## config.mk

```make
export PLATFORM = sky130hd
export DESIGN_NAME = sibs_out
export DESIGN_NICKNAME = d
export VERILOG_FILES = /design/src/sibs_pkg.sv /design/src/sibs_out.sv
export SDC_FILE = /design/constraint.sdc
export NUM_CORES = 1
export LEC_CHECK = 0
export BUFFER_PORTS_ARGS = -buffer_cell sky130_fd_sc_hd__buf_2
export CORE_MARGIN = 8
export CORE_UTILIZATION = 25
export DETAILED_ROUTE_END_ITERATION = 8
export GPL_ROUTABILITY_DRIVEN = 0
export PLACE_DENSITY_LB_ADDON = 0.05
export SLEW_MARGIN = 20
export SYNTH_ARGS = -nofsm -noshare
export SYNTH_HDL_FRONTEND = slang
export SYNTH_SLANG_ARGS = --single-unit
```

## constraint.sdc

```tcl
create_clock -name clk -period 1.3 [get_ports clk]
set_input_delay 0.065 -clock clk [delete_from_list [all_inputs] [get_ports clk]]
set_output_delay 0.065 -clock clk [all_outputs]
set_load 0.05 [all_outputs]
```

## src/sibs_pkg.sv

```systemverilog
// ----------------------------------------------------------------------------
// sibs_pkg
// Shared types and constants for the sorted index binary search block.
// ----------------------------------------------------------------------------
`default_nettype none

package sibs_pkg;

  localparam int unsigned SIBS_DEPTH_DEFAULT = 1024;
  localparam int unsigned KEY_W              = 32;
  localparam int unsigned POS_W              = 32;
  localparam int unsigned ENTRY_COUNT_W      = 11;

  typedef enum logic {
    FUNC_INSERT = 1'b0,
    FUNC_LOOKUP = 1'b1
  } func_t;

  typedef enum logic [1:0] {
    ST_OK        = 2'd0,
    ST_NOT_FOUND = 2'd1,
    ST_FULL      = 2'd2
  } status_t;

  typedef enum logic [2:0] {
    S_IDLE,
    S_SEARCH,
    S_SHIFT,
    S_SHIFT_END,
    S_PUT,
    S_FINISH
  } state_t;

  typedef struct packed {
    func_t                    func;
    logic signed [KEY_W-1:0]  key;
    logic        [POS_W-1:0]  position;
  } in_word_t;

  typedef struct packed {
    status_t                    status;
    logic [POS_W-1:0]           found_position;
    logic [ENTRY_COUNT_W-1:0]   entry_count;
  } out_word_t;

  typedef struct packed {
    logic signed [KEY_W-1:0]  key;
    logic        [POS_W-1:0]  position;
  } entry_t;

endpackage

`default_nettype wire

```

## src/sibs_out.sv

```systemverilog
// ----------------------------------------------------------------------------
// sibs_out
// Result output register: holds one word until the sink takes it.
// ----------------------------------------------------------------------------
`default_nettype none

module sibs_out
  import sibs_pkg::*;
(
  input  wire logic      clk,
  input  wire logic      rst_n,
  input  wire logic      res_valid,
  output logic           res_ready,
  input  wire out_word_t res_data,
  output logic           out_valid,
  input  wire logic      out_ready,
  output out_word_t      out_data
);

  logic      out_valid_r, out_valid_nxt;
  out_word_t out_data_r;

  assign res_ready     = !out_valid_r || out_ready;
  assign out_valid_nxt = (res_valid && res_ready) || (out_valid_r && !out_ready);

  always_ff @(posedge clk) begin
    if (!rst_n) begin
      out_valid_r <= 1'b0;
    end else begin
      out_valid_r <= out_valid_nxt;
    end
  end

  always_ff @(posedge clk) begin
    if (res_valid && res_ready) begin
      out_data_r <= res_data;
    end
  end

  assign out_valid = out_valid_r;
  assign out_data  = out_data_r;

endmodule

`default_nettype wire

```

==> metrics.yaml <==
dieArea_um2: 8290
arrival_ns: 1.15
crit_type: "reg2reg"
finalSetupViolations: 0
finalClockSkew_ns: 0.00404
drt-wirelength-per-cell_um: 14.0
rsz0062_at_grt: "false"
powerDensity_nw_per_um2: 1240
seq_power_share: 0.555
grt_pass1_wl_um: 6180
dieHeight_um: 91.1
wl_met1_um: 1390
max_freq_ghz: 0.869
route.met3.wl_um: 407
final_common_cell: "buf_2"
fillers: 520
cpMaxStageDelayCell: "dfxtp_4"
root_buffer: "clkbuf_8"
worst_pin_slew_ns: 0.271
diodes: 0
gr-total-overflow: 0
maxCapViolations: 0
synth_top_area_share: 0.959
coreArea_um2: 5470
syn_area_per_cell_um2: 28.2
post_cts_buffers: 0
cts_buffer_depth: 2
power.total_mw: 3.16
cts_sinks: 46
vias: 1031
min_period_over_period: 0.885
drt-total-wl_um: 3810
start_kind: "flip-flop"
top_layer: "met4"
grt_pass1_vias: 1215
run_status: "finished clean"
viasPerCell: 3.79
final.setup.worst_slack_ns: 0.150
cts_inserted_buffers: 5
yosys_register_bits: 46
sw_frac_of_total: 0.267
combinationalPowerShare: 0.197
synth_top_cells_by_area: "edfxtp_1 (96%), dfxtp_1 (1.4%), nand2b_4 (0.98%)"
clkLatencyLatePin_ns: 0.29
switching_power_mw: 0.844
syn2layout_area_growth_pct: 81.0
synth_area_leader_cell: "edfxtp_1"
leakagePower_nw: 1.09
critical-path-max-stage-delay_ns: 0.36
drtIter0Drc: 50
ys_seq_area_frac: 0.973
syn_nets: 99
drv_slew: 0
synth_cell_types: 6
gr-usage-all-layers: 0.0947
endpoint_kind: "flip-flop"
path_clk_slew_ns: 0.07
ys_warn_count: 0
hold_violations: 0
antenna_found_initial: 0
intPower_mw: 2.31
crit_required_ns: 1.30
final_cell_mix: "buf_2 (95), dlygate4sd3_1 (45), edfxtp_1 (45), clkbuf_8 (5), buf_12 (2)"
start_util: 0.257
io_buffers: 95
clkPwrFrac: 0.249
dieWidth_um: 91.1
min-delay-path-class: "in2reg"
drive_above_1_share: 0.535
ant_nets: 0
wl_met2_um: 1960
critPathMaxFanout: 19
slew_headroom: 0.821
fin_crit_ns: 1.15
cp_cell_sequence: "nand2b_4, and2_4, buf_12"
place_ws_ns: 0.151
grt_max_degree: 20
cts_max_level: 2
pin_count: 96
final_nets: 248
firstDrtPassIters: 2
syn_area_um2: 1410
rows: 27
ir_worst_vdd_v: 0.000494
route.detailed.drc: 0
cts_tree: "built"
synthCells: 50
## cell usage after synthesis
cell / n
nand2b_4: 1
dfxtp_1: 1
and2_4: 1
edfxtp_1: 45
a21boi_2: 1
inv_1: 1
## metal layers
metal	GRT usage	up-vias
met1	0.0926	473
met2	0.166	58
met4	0.0286	0
met5	0	-
li1	-	494
met3	0.0543	6
## logic make-up (layout without fill, tap and decap cells)
| kind of cell | Yosys count | count (layout) | synth area share |
|---|---|---|---|
| AOI/OAI and AO/OA | 1 | 1 | 0.00799 |
| buffers and inverters | 1 | 151 | 0.00266 |
| DFF | 46 | 46 | 0.973 |
| and+or+nand+nor | 2 | 2 | 0.0160 |
## state kept, by name, summed over array words and instances, names as in the netlist
signal and cells:
out_valid 1, out_data 45
## metrics by stage
step,instance area [um2],setup TNS [ns],hold WS (ns),util,cells
floorplan,1410,-4.64,0.164,-,50
global placement,2020,0,0.243,0.369,219
detailed placement,2020,0,0.243,0.369,219
CTS,2550,0,0.00822,0.466,272
global route,2550,0,0.0161,0.466,272
finish,2550,0,0.0203,0.466,272
## layout make-up
type,count,area (um2),area share
multi-input combinational,3,33.8,0.0132
sequential,46,1380,0.539
inverter,1,3.75,0.00147
timing repair buffer,142,966,0.379
tap,72,90.1,0.0353
clock inverter,2,8.76,0.00343
clock buffer,6,72.6,0.0285
## worst max-delay path, delay by kind of cell, from the launching register on
| kind | cells | cell delay [ns] |
|---|---|---|
| buffers and inverters | 1 | 0.18 |
| flip-flops | 1 | 0.36 |
| AND/OR/NAND/NOR | 2 | 0.31 |
## worst paths after layout
path                            slack [ns]                 start  depth (start not counted)                    end
worst max register to register        0.15  out_valid$_SDFF_PN0_                          3  out_data[2]$_DFFE_PP_
worst min register to register        0.51  out_valid$_SDFF_PN0_                          2   out_valid$_SDFF_PN0_
worst max-delay path                  0.15  out_valid$_SDFF_PN0_                          3  out_data[2]$_DFFE_PP_
worst min-delay path                  0.02                 rst_n                          2   out_valid$_SDFF_PN0_
## power by group through the flow
| stage | Sequential (mW) | Clock (mW) | Combinational (mW) |
|---|---|---|---|
| after global placement | 1.78 | 0 | 0.520 |
| after CTS | 1.75 | 0.832 | 0.631 |
| after floorplan | 2.08 | 0 | 0.0395 |
| after global routing | 1.76 | 0.891 | 0.654 |
| final | 1.75 | 0.785 | 0.620 |
| after detailed placement | 1.79 | 0 | 0.524 |
## repair_timing
action | CTS | global route
endpoints found under the hold margin | 45 | 0
hold buffers | 45 | 0
setup endpoints to repair | 0 | 0
resized for setup | 0 | 0
No activity file was read; power rests on OpenSTA's default activity.
