## src/sibs_pkg.sv

```systemverilog
// ----------------------------------------------------------------------------
// sibs_pkg
// Shared types and constants for the sorted index binary search block.
// ----------------------------------------------------------------------------
`default_nettype none

package sibs_pkg;

  localparam int unsigned SIBS_DEPTH_DEFAULT = 1024;
  localparam int unsigned KEY_W              = 32;
  localparam int unsigned POS_W              = 32;
  localparam int unsigned ENTRY_COUNT_W      = 11;

  typedef enum logic {
    FUNC_INSERT = 1'b0,
    FUNC_LOOKUP = 1'b1
  } func_t;

  typedef enum logic [1:0] {
    ST_OK        = 2'd0,
    ST_NOT_FOUND = 2'd1,
    ST_FULL      = 2'd2
  } status_t;

  typedef enum logic [2:0] {
    S_IDLE,
    S_SEARCH,
    S_SHIFT,
    S_SHIFT_END,
    S_PUT,
    S_FINISH
  } state_t;

  typedef struct packed {
    func_t                    func;
    logic signed [KEY_W-1:0]  key;
    logic        [POS_W-1:0]  position;
  } in_word_t;

  typedef struct packed {
    status_t                    status;
    logic [POS_W-1:0]           found_position;
    logic [ENTRY_COUNT_W-1:0]   entry_count;
  } out_word_t;

  typedef struct packed {
    logic signed [KEY_W-1:0]  key;
    logic        [POS_W-1:0]  position;
  } entry_t;

endpackage

`default_nettype wire

```

## src/sibs_ctrl.sv

```systemverilog
// ----------------------------------------------------------------------------
// sibs_ctrl
// Sequencer: binary search probes, insertion shift and result formation.
// ----------------------------------------------------------------------------
`default_nettype none

module sibs_ctrl
  import sibs_pkg::*;
#(
  parameter int unsigned TABLE_DEPTH = SIBS_DEPTH_DEFAULT,
  localparam int unsigned AW = $clog2(TABLE_DEPTH),
  localparam int unsigned CW = $clog2(TABLE_DEPTH + 1)
) (
  input  wire logic          clk,
  input  wire logic          rst_n,
  input  wire logic          in_valid,
  output logic               in_ready,
  input  wire in_word_t      in_data,
  output logic               res_valid,
  input  wire logic          res_ready,
  output out_word_t          res_data,
  output logic               rd_en,
  output logic [AW-1:0]      rd_addr,
  input  wire entry_t        rd_data,
  output logic               wr_en,
  output logic [AW-1:0]      wr_addr,
  output entry_t             wr_data
);

  localparam logic [CW-1:0] FULL_CNT = CW'(TABLE_DEPTH);

  state_t                  state_r, state_nxt;
  logic [CW-1:0]           lo_r, lo_nxt, hi_r, hi_nxt, count_r, count_nxt;
  logic [AW-1:0]           mid_r, mid_nxt, src_r, src_nxt, wr_dst_r, wr_dst_nxt;
  logic                    wr_pend_r, wr_pend_nxt;
  func_t                   func_r, func_nxt;
  logic signed [KEY_W-1:0] key_r, key_nxt;
  logic [POS_W-1:0]        pos_r, pos_nxt, res_pos_r, res_pos_nxt;
  status_t                 res_st_r, res_st_nxt;

  logic [CW-1:0]           nlo, nhi, cnt_mid, srch_mid;
  logic                    go_right, is_lookup;
  logic [CW+ENTRY_COUNT_W-1:0] cnt_ext;

  function automatic logic [CW-1:0] mid_of(input logic [CW-1:0] lo,
                                           input logic [CW-1:0] hi,
                                           input logic          lk);
    logic [CW-1:0] d;
    d = hi - lo - CW'(lk);
    return lo + (d >> 1);
  endfunction

  always_ff @(posedge clk) begin
    if (!rst_n) begin
      state_r   <= S_IDLE;
      count_r   <= '0;
      wr_pend_r <= 1'b0;
    end else begin
      state_r   <= state_nxt;
      count_r   <= count_nxt;
      wr_pend_r <= wr_pend_nxt;
    end
  end

  always_ff @(posedge clk) begin
    lo_r      <= lo_nxt;
    hi_r      <= hi_nxt;
    mid_r     <= mid_nxt;
    src_r     <= src_nxt;
    wr_dst_r  <= wr_dst_nxt;
    func_r    <= func_nxt;
    key_r     <= key_nxt;
    pos_r     <= pos_nxt;
    res_pos_r <= res_pos_nxt;
    res_st_r  <= res_st_nxt;
  end

  assign is_lookup = (func_r == FUNC_LOOKUP);
  assign go_right  = is_lookup ? (rd_data.key < key_r) : (rd_data.key <= key_r);
  assign nlo       = go_right ? (CW'(mid_r) + CW'(1)) : lo_r;
  assign nhi       = go_right ? hi_r : CW'(mid_r);
  assign srch_mid  = mid_of(nlo, nhi, is_lookup);
  assign cnt_mid   = mid_of('0, count_r, (in_data.func == FUNC_LOOKUP));
  assign cnt_ext   = {{ENTRY_COUNT_W{1'b0}}, count_r};

  always_comb begin
    state_nxt   = state_r;
    lo_nxt      = lo_r;
    hi_nxt      = hi_r;
    mid_nxt     = mid_r;
    src_nxt     = src_r;
    wr_dst_nxt  = wr_dst_r;
    wr_pend_nxt = 1'b0;
    count_nxt   = count_r;
    func_nxt    = func_r;
    key_nxt     = key_r;
    pos_nxt     = pos_r;
    res_pos_nxt = res_pos_r;
    res_st_nxt  = res_st_r;
    in_ready    = 1'b0;
    res_valid   = 1'b0;
    rd_en       = 1'b0;
    rd_addr     = mid_r;
    wr_en       = wr_pend_r;
    wr_addr     = wr_dst_r;
    wr_data     = rd_data;

    unique case (state_r)
      S_IDLE: begin
        in_ready = 1'b1;
        if (in_valid) begin
          func_nxt    = in_data.func;
          key_nxt     = in_data.key;
          pos_nxt     = in_data.position;
          lo_nxt      = '0;
          hi_nxt      = count_r;
          res_pos_nxt = '0;
          res_st_nxt  = ST_OK;
          if (in_data.func == FUNC_INSERT && count_r == FULL_CNT) begin
            res_st_nxt = ST_FULL;
            state_nxt  = S_FINISH;
          end else if (count_r != '0) begin
            mid_nxt   = cnt_mid[AW-1:0];
            rd_en     = 1'b1;
            rd_addr   = cnt_mid[AW-1:0];
            state_nxt = S_SEARCH;
          end else if (in_data.func == FUNC_LOOKUP) begin
            res_st_nxt = ST_NOT_FOUND;
            state_nxt  = S_FINISH;
          end else begin
            state_nxt = S_PUT;
          end
        end
      end
      S_SEARCH: begin
        if (is_lookup && rd_data.key == key_r) begin
          res_pos_nxt = rd_data.position;
          state_nxt   = S_FINISH;
        end else begin
          lo_nxt = nlo;
          hi_nxt = nhi;
          if (nlo < nhi) begin
            mid_nxt = srch_mid[AW-1:0];
            rd_en   = 1'b1;
            rd_addr = srch_mid[AW-1:0];
          end else if (is_lookup) begin
            res_st_nxt = ST_NOT_FOUND;
            state_nxt  = S_FINISH;
          end else if (nlo < count_r) begin
            src_nxt   = AW'(count_r - CW'(1));
            state_nxt = S_SHIFT;
          end else begin
            state_nxt = S_PUT;
          end
        end
      end
      S_SHIFT: begin
        rd_en       = 1'b1;
        rd_addr     = src_r;
        wr_pend_nxt = 1'b1;
        wr_dst_nxt  = src_r + AW'(1);
        if (src_r == lo_r[AW-1:0]) begin
          state_nxt = S_SHIFT_END;
        end else begin
          src_nxt = src_r - AW'(1);
        end
      end
      S_SHIFT_END: begin
        state_nxt = S_PUT;
      end
      S_PUT: begin
        wr_en     = 1'b1;
        wr_addr   = lo_r[AW-1:0];
        wr_data   = '{key: key_r, position: pos_r};
        count_nxt = count_r + CW'(1);
        state_nxt = S_FINISH;
      end
      S_FINISH: begin
        res_valid = 1'b1;
        if (res_ready) begin
          state_nxt = S_IDLE;
        end
      end
      default: begin
        state_nxt = S_IDLE;
      end
    endcase
  end

  assign res_data = '{status:         res_st_r,
                      found_position: res_pos_r,
                      entry_count:    cnt_ext[ENTRY_COUNT_W-1:0]};

endmodule

`default_nettype wire

```

## config.mk

```make
export PLATFORM = sky130hd
export DESIGN_NAME = sibs_ctrl
export DESIGN_NICKNAME = d
export VERILOG_FILES = /design/src/sibs_pkg.sv /design/src/sibs_ctrl.sv
export SDC_FILE = /design/constraint.sdc
export NUM_CORES = 1
export LEC_CHECK = 0
export BUFFER_PORTS_ARGS = -buffer_cell sky130_fd_sc_hd__buf_4
export CORE_ASPECT_RATIO = 0.5
export CORE_MARGIN = 4
export CORE_UTILIZATION = 30
export CTS_BUF_LIST = sky130_fd_sc_hd__clkbuf_2
export CTS_CLUSTER_DIAMETER = 60
export DETAILED_ROUTE_END_ITERATION = 8
export GPL_TIMING_DRIVEN = 0
export PLACE_DENSITY = 0.58
export SYNTH_ARGS = -nofsm -noshare
export SYNTH_HDL_FRONTEND = slang
export SYNTH_SLANG_ARGS = --single-unit
```

## constraint.sdc

```tcl
create_clock -name clk -period 11.9 [get_ports clk]
set_input_delay 2.38 -clock clk [delete_from_list [all_inputs] [get_ports clk]]
set_output_delay 2.38 -clock clk [all_outputs]
set_load 0.05 [all_outputs]
```

==> results_dict.tcl, run 1 <==
set metrics [dict create \
    outcome "completed" \
    via_per_inst 5.17 \
    fill_cells 3533 \
    clockBufferDepth 2 \
    coreArea_um2 35100 \
    routedWlPerCell_um 21.5 \
    routed_wl_um 39900 \
    gp_congestion 0.925 \
    synth_ff_type "edfxtp_1" \
    finalNonFillerCells 1854 \
    start_util 0.310 \
    synth.net_count 1292 \
    fin_tns_setup_ns 0 \
    worstMarginPinSlew_ns 1.28 \
    cp_common_cell "ha_1" \
    grt_pass1_wl_um 58400 \
    ff2ff_setup_slack_ns 5.00 \
    timing.final.ws_setup_ns 0.498 \
    r2r_end "mid_r[9]" \
    dpl.hpwl_um 32200 \
    die_h_um 143 \
    yosysSeqAreaShare 0.444 \
    yosys_warnings 0 \
    drc 0 \
    crit_path_end_kind "primary output" \
    grt_antenna_before_repair 1 \
    busiest_layer "met2" \
    crit_type "input pin to primary output" \
    synthCells 1073 \
    io_pins 266 \
    critPathRequiredTime_ns 9.52 \
    first_global_vias 9385 \
    io_buffers 265 \
    regArea_um2 4830 \
    drv_cap 0 \
    clkSlewWorstSetupHoldPaths_ns 0.24 \
    max_freq_mhz 87.7 \
    final_cell_mix "buf_4, edfxtp_1, inv_1" \
    grt_use_total 0.193 \
    multi_input_area_um2 5550 \
    slew_violations 0 \
    hp-start "src_r[0]" \
    met3_usage 0.0292 \
    clkLatencyLatePin_ns 0.85 \
    finClkSkew_ns 0.0469 \
    async_flop_share 0 \
    syn2layout_area_growth_pct 26.8 \
    vias 9594 \
    use_met1 0.252 \
    worstRegToRegCells 24 \
    slowest_delay_ns 0.49 \
    root_buffer "clkbuf_2" \
    tritoncts "done" \
    dieArea_um2 39600 \
    cts.sinks 166 \
    yosys.area.top_type "edfxtp_1" \
    cpMaxStageDelayCell "fa_1" \
    drive_gt1_frac 0.294 \
    rows 48 \
    synth_edf_count 151 \
    ant_nets 0 \
    timing.final.crit_share 0.958 \
    hold_path.class "register to register" \
    drtIter0Drc 1016 \
    hold_path_end "wr_dst_r[1]" \
    slew_headroom 0.146 \
    cts_hold_buffers 0 \
    final_nets 1584 \
    cts_inserted_buffers 17 \
    whs_path_depth 1 \
    globalRouteOverflowTotal 0 \
    critPathArrivalTime_ns 9.02 \
    critPathLaunchType "input pin" \
    finalHoldViolations 0 \
    drt_pass1_iterations 7 \
    synth_area_leaders "edfxtp_1, ha_1, mux2_2" \
    setup_viol 0 \
    die_x_um 277 \
    synth_cell_types 65 \
    syn-cell-area_um2 10900 \
    place_inst 1820 \
    final_common_cell "buf_4" \
    htreeDepth 4 \
    cp_max_fo 10 \
    yosysTopAreaCellShare 0.417 \
    grt_max_degree 33 \
    timing.hold.ws_ns 0.628 \
    use_met2 0.338 \
    rsz0062_at_grt "no" \
    synth_area_per_cell_um2 10.1 \
    min_period_ns 11.40 \
    r2r_start "key_r[31]" \
    ys_ff_latch 166 \
    dp_slack_ns -0.556 \
]
## through the flow
step / utilization / cell area [um^2]
floorplan: - / 10900
global placement: 0.383 / 13500
detailed placement: 0.386 / 13600
CTS: 0.392 / 13800
global route: 0.393 / 13800
finish: 0.393 / 13800
## worst max-delay path by stage
stage           startpoint    endpoint  slack [ns]
2_1_floorplan  rd_data[42]  rd_addr[7]        1.03
3_3_place_gp   rd_data[51]  rd_addr[9]       -0.36
3_5_place_dp   rd_data[51]  rd_addr[9]       -0.56
4_1_cts        rd_data[51]  rd_addr[9]        0.15
5_1_grt        rd_data[51]  rd_addr[9]        0.13
6_report       rd_data[51]  rd_addr[9]        0.50
## state kept, by name (all words and copies together) (netlist names)
| name | count |
|---|---|
| key_r | 32 |
| pos_r | 32 |
| res_pos_r | 32 |
| count_r | 11 |
| hi_r | 11 |
| lo_r | 11 |
| mid_r | 10 |
| src_r | 10 |
| wr_dst_r | 10 |
| state_r | 3 |
| res_st_r | 2 |
| func_r | 1 |
| wr_pend_r | 1 |
## logic make-up after synthesis
kind of cell | share of synthesized area
compound gates | 0.118
xor+xnor | 0.0531
fa+ha+maj | 0.102
buf+inv | 0.0515
flops | 0.444
mux | 0.0848
simple gates | 0.147
## layout make-up
type	instances	area share
clock inverter	14	0.00716
sequential	166	0.350
multi-input combinational	762	0.402
clock buffer	18	0.00653
timing repair buffer	273	0.150
buffer	59	0.0173
antenna	1	0.000181
tap	475	0.0431
inverter	86	0.0234
## worst max-delay path: cells and delay by family
kind | cells | cell delay, ns
and+or+nand+nor | 10 | 2.34
AOI/OAI and AO/OA | 7 | 2.09
adders and majority gates | 4 | 1.29
buffers and inverters | 4 | 0.91
## Yosys cell counts, types with 8 or more instances
| master | count |
|---|---|
| a31oi_1 | 8 |
| and3_1 | 40 |
| ha_1 | 82 |
| nand4_1 | 17 |
| a21oi_1 | 64 |
| nor3_1 | 28 |
| clkbuf_1 | 55 |
| mux2i_1 | 9 |
| xor2_1 | 20 |
| o21ai_0 | 73 |
| a21o_1 | 11 |
| nor2_1 | 75 |
| and2_1 | 10 |
| nand3_1 | 27 |
| edfxtp_1 | 151 |
| dfxtp_1 | 15 |
| mux2_2 | 74 |
| nand2_1 | 74 |
| a211oi_1 | 8 |
| inv_1 | 83 |
| xnor2_1 | 46 |
## repair_timing
action,in CTS,in global routing
endpoints found under the setup margin,2,1
pin swaps,1,0
buffers inserted,1,0
gates resized for setup,9,8
## layer usage
metal | part of all wire | vias to the layer above | wire length [um]
met5 | 0 | - | 0
met4 | 0.019 | 0 | 739
met3 | 0.056 | 56 | 2220
met2 | 0.50 | 331 | 19900
met1 | 0.43 | 4728 | 17000
li1 | - | 4479 | -
Power of run 1 is not shown: default switching activity piles up to over one toggle a cycle in this logic, so the estimate is an artifact.
==> run 2, diff against run 1 <==
--- a/config.mk
+++ b/config.mk
@@ -8,12 +8,13 @@
 export BUFFER_PORTS_ARGS = -buffer_cell sky130_fd_sc_hd__buf_4
 export CORE_ASPECT_RATIO = 0.5
 export CORE_MARGIN = 4
-export CORE_UTILIZATION = 30
+export CORE_UTILIZATION = 35
 export CTS_BUF_LIST = sky130_fd_sc_hd__clkbuf_2
 export CTS_CLUSTER_DIAMETER = 60
+export CTS_CLUSTER_SIZE = 40
 export DETAILED_ROUTE_END_ITERATION = 8
 export GPL_TIMING_DRIVEN = 0
-export PLACE_DENSITY = 0.58
+export PLACE_DENSITY = 0.64
 export SYNTH_ARGS = -nofsm -noshare
 export SYNTH_HDL_FRONTEND = slang
 export SYNTH_SLANG_ARGS = --single-unit
==> constraint.sdc (replaced) <==
create_clock -name clk -period 11.57 [get_ports clk]
set_input_delay 2.314 -clock clk [delete_from_list [all_inputs] [get_ports clk]]
set_output_delay 2.314 -clock clk [all_outputs]
set_load 0.05 [all_outputs]
==> run 2 against run 1 <==
  * Non-clock buffer count stayed put
  * Register-to-register slack worse by 0.18 ns
  * Clock skew is 0.0061 ns lower
  * Design area is 0.12% higher
  * Worst setup slack worse by 0.16 ns
  * Hold slack better by 0.015 ns
  * Sequential share of layout area is essentially flat
  * Die area is 14% lower
  * Count of clock-buffer cells in the layout did not move
  * Critical path type unchanged
==> results_dict.tcl, run 2 (synthesis gave the netlist of run 1 again) <==
set metrics [dict create \
    outcome "completed" \
    critPathLaunchType "input pin" \
    grt_max_degree 33 \
    rows 45 \
    slew_headroom 0.219 \
    die_h_um 133 \
    finalNonFillerCells 1802 \
    setup_viol 0 \
    crit_type "input pin to primary output" \
    globalRouteOverflowTotal 0 \
    final_nets 1584 \
    stdcell_area_um2 13800 \
    syn2layout_area_growth_pct 27.0 \
    finClkSkew_ns 0.0408 \
    critPathRequiredTime_ns 9.26 \
    drtIter0Drc 899 \
    io_buffers 265 \
    max_freq_mhz 89.1 \
    vias 9643 \
    dpl.hpwl_um 30700 \
    cts_inserted_buffers 17 \
    clkLatencyLatePin_ns 0.86 \
    first_global_vias 9449 \
    drc 0 \
    io_pins 266 \
    final_common_cell "buf_4" \
    place_inst 1768 \
    coreArea_um2 30500 \
    clockBufferDepth 2 \
    routedWlPerCell_um 21.4 \
    grt_pass1_wl_um 57200 \
    timing.final.crit_share 0.970 \
    final_cell_mix "buf_4, edfxtp_1, inv_1" \
    drv_cap 0 \
    cts.sinks 166 \
    root_buffer "clkbuf_2" \
    gp_congestion 0.943 \
    routed_wl_um 38600 \
    grt_antenna_before_repair 1 \
    cp_max_fo 10 \
    die_x_um 257 \
    ant_nets 0 \
    worstMarginPinSlew_ns 1.17 \
    htreeDepth 4 \
    top_regs "key_r: 32 flops, pos_r: 32 flops, res_pos_r: 32 flops" \
    dieArea_um2 34200 \
    slew_violations 0 \
    tritoncts "done" \
    via_per_inst 5.35 \
    crit_path_end_kind "primary output" \
    hold_path.class "register to register" \
    critPathArrivalTime_ns 8.91 \
    place_area_um2 13500 \
    cts_hold_buffers 0 \
    grt_use_total 0.219 \
    start_util 0.357 \
    drive_gt1_frac 0.297 \
    drt_pass1_iterations 6 \
    min_period_ns 11.23 \
    clkSlewWorstSetupHoldPaths_ns 0.26 \
    finalHoldViolations 0 \
]
-- run 2: layout make-up --
cell class / instances / area (um^2)
diodes: 1 / 2.50
plain buffers: 59 / 240
clock buffers: 18 / 90.1
clock inverters: 14 / 166
fillers: 2962 / 16600
inverters: 86 / 323
multi-input cells: 762 / 5560
flip-flops and latches: 166 / 4830
well taps: 423 / 529
repair buffers: 273 / 2080
-- run 2: path summary, 6_finish.rpt --
path / startpoint / to / slack [ns] / cells past startpoint
max: rd_data[59] / rd_addr[9] / 0.34 / 26
min: src_r[0] / wr_dst_r[1] / 0.64 / 1
max reg2reg: key_r[27] / mid_r[9] / 4.82 / 25
min reg2reg: src_r[0] / wr_dst_r[1] / 0.64 / 1
-- run 2: timing repair --
item                       in CTS  in global routing
pin swaps                       1                  0
buffers inserted                1                  0
hold endpoints to repair        0                  0
resized for setup               4                 15
setup endpoints to repair       2                  2
-- run 2: layer usage --
layer  global-route usage  share of wire  vias up
li1                     -              -     4488
met1                0.287           0.43     4742
met2                0.373           0.49      345
met3               0.0392          0.062       68
met4               0.0626          0.023        0
met5                    0              0        -
-- run 2: worst max-delay path, stage by stage --
cell      delay, ns
buf_4          0.12
ha_1           0.31
nand4_1        0.27
nor4_4         0.38
nand4_1        0.24
nor2_2         0.21
nor2b_1        0.18
a22o_1         0.23
buf_6          0.14
clkbuf_2       0.21
nand2_1        0.16
o21ai_4        0.10
ha_1           0.24
fa_1           0.55
and3_1         0.22
a221oi_4       0.35
nor4b_1        0.10
or3b_2         0.47
ha_1           0.25
o41ai_2        0.47
nor2_1         0.10
a211oi_1       0.35
and3_1         0.30
nor4_1         0.07
a21oi_1        0.33
buf_4          0.27
-- run 2: through the flow --
stage	setup TNS [ns]	util	setup slack [ns]	hold slack (ns)
after global placement	-0.534	0.440	-0.381	0.573
final	0	0.454	0.341	0.643
after global routing	-0.0104	0.454	-0.0104	0.674
after floorplan	0	-	0.835	0.548
after detailed placement	-0.363	0.443	-0.310	0.585
after CTS	0	0.452	0.0310	0.648
Power of run 2 is left out for the same reason.
==> run 3, diff against run 2 <==
--- a/config.mk
+++ b/config.mk
@@ -7,7 +7,6 @@
 export LEC_CHECK = 0
 export BUFFER_PORTS_ARGS = -buffer_cell sky130_fd_sc_hd__buf_4
 export CORE_ASPECT_RATIO = 0.5
-export CORE_MARGIN = 4
 export CORE_UTILIZATION = 35
 export CTS_BUF_LIST = sky130_fd_sc_hd__clkbuf_2
 export CTS_CLUSTER_DIAMETER = 60
==> constraint.sdc (replaced) <==
create_clock -name clk -period 12 [get_ports clk]
set_input_delay 2.4 -clock clk [delete_from_list [all_inputs] [get_ports clk]]
set_output_delay 2.4 -clock clk [all_outputs]
set_load 0.05 [all_outputs]
==> run 3 against run 2 <==
  * Non-clock buffer count unchanged
  * Sequential cell count did not move
  * Sequential share of layout area hardly changed
==> results_dict.tcl, run 3 (synthesis gave the netlist of run 1 again) <==
set metrics [dict create \
    outcome "completed" \
    globalRouteOverflowTotal 0 \
    finClkSkew_ns 0.0545 \
    final_common_cell "buf_4" \
    max_freq_mhz 85.4 \
    grt_pass1_wl_um 55800 \
    finalHoldViolations 0 \
    coreArea_um2 30500 \
    drc 0 \
    grt_max_degree 33 \
    drv_cap 0 \
    fill_cells 2918 \
    slew_violations 0 \
    grt_antenna_before_repair 1 \
    die_x_um 251 \
    cts.sinks 166 \
    cts_inserted_buffers 17 \
    syn2layout_area_growth_pct 26.8 \
    final_cell_mix "buf_4, edfxtp_1, inv_1" \
    via_per_inst 5.29 \
    tritoncts "done" \
    cp_max_fo 10 \
    cts_hold_buffers 0 \
    ff2ff_setup_slack_ns 5.01 \
    dpl.hpwl_um 29700 \
    crit_path_end_kind "primary output" \
    io_pins 266 \
    io_buffers 265 \
    slew_headroom 0.237 \
    critPathArrivalTime_ns 9.31 \
    start_util 0.357 \
    drtIter0Drc 642 \
    critPathLaunchType "input pin" \
    timing.hold.ws_ns 0.631 \
    gp_congestion 0.966 \
    htreeDepth 4 \
    dieArea_um2 31800 \
    cp_top_family "simple AND/OR/NAND/NOR gates" \
    routedWlPerCell_um 20.7 \
    rows 45 \
    rsz0062_at_grt "no" \
    clockBufferDepth 2 \
    path_buf_inv 4 \
    cp_common_cell "ha_1" \
    grt_use_total 0.234 \
    slowest_delay_ns 0.50 \
    timing.final.crit_share 0.976 \
    routed_wl_um 37200 \
    vias 9534 \
    drt_pass1_iterations 5 \
    hold_path.class "register to register" \
    drive_gt1_frac 0.292 \
    final_nets 1584 \
    setup_viol 0 \
    root_buffer "clkbuf_2" \
    top_regs "key_r: 32 flops, pos_r: 32 flops, res_pos_r: 32 flops" \
    die_h_um 127 \
    critPathRequiredTime_ns 9.60 \
    ant_nets 0 \
    cpMaxStageDelayCell "fa_1" \
    min_period_ns 11.71 \
    clkSlewWorstSetupHoldPaths_ns 0.24 \
    worstMarginPinSlew_ns 1.14 \
    clkLatencyLatePin_ns 0.86 \
    fin_util 0.453 \
    crit_type "input pin to primary output" \
    first_global_vias 9227 \
]
==> run 3: worst paths after layout <==
| path | depth (start not counted) | startpoint | end |
|---|---|---|---|
| max | 25 | rd_data[59] | rd_addr[9] |
| min | 1 | src_r[0] | wr_dst_r[1] |
| max reg2reg | 24 | key_r[27] | mid_r[9] |
| min reg2reg | 1 | src_r[0] | wr_dst_r[1] |
==> run 3: final cells by class <==
| class | count | area (um^2) | area share |
|---|---|---|---|
| multi-input cells | 762 | 5520 | 0.400 |
| flip-flops and latches | 166 | 4830 | 0.350 |
| repair buffers | 273 | 2080 | 0.150 |
| well taps | 423 | 529 | 0.0383 |
| inverters | 86 | 323 | 0.0234 |
| plain buffers | 59 | 239 | 0.0173 |
| clock inverters | 14 | 195 | 0.0141 |
| clock buffers | 17 | 85.1 | 0.00616 |
| diodes | 1 | 2.50 | 0.000181 |
==> run 3: timing repair <==
action / CTS / global route
endpoints found under the setup margin: 1 / 2
buffers inserted: 1 / 0
pin swaps: 1 / 0
gates resized for setup: 2 / 6
==> run 3: routing by layer <==
metal	vias to the layer above	wire length, um	track usage
li1	4475	-	-
met1	4694	16200	0.307
met2	316	18200	0.398
met3	49	2200	0.0400
met4	0	607	0.0649
met5	-	0	0
==> run 3: metrics by stage <==
step           setup WS (ns)  instances  area (um^2)  TNS (ns)
3_3_place_gp          -0.123       1761        13400    -0.123
2_1_floorplan           1.09       1073        10900         0
6_report               0.293       1801        13800         0
4_1_cts               0.0161       1800        13800         0
3_5_place_dp          -0.130       1768        13500    -0.130
5_1_grt               0.0267       1801        13800         0
Power of run 3 is left out for the same reason.
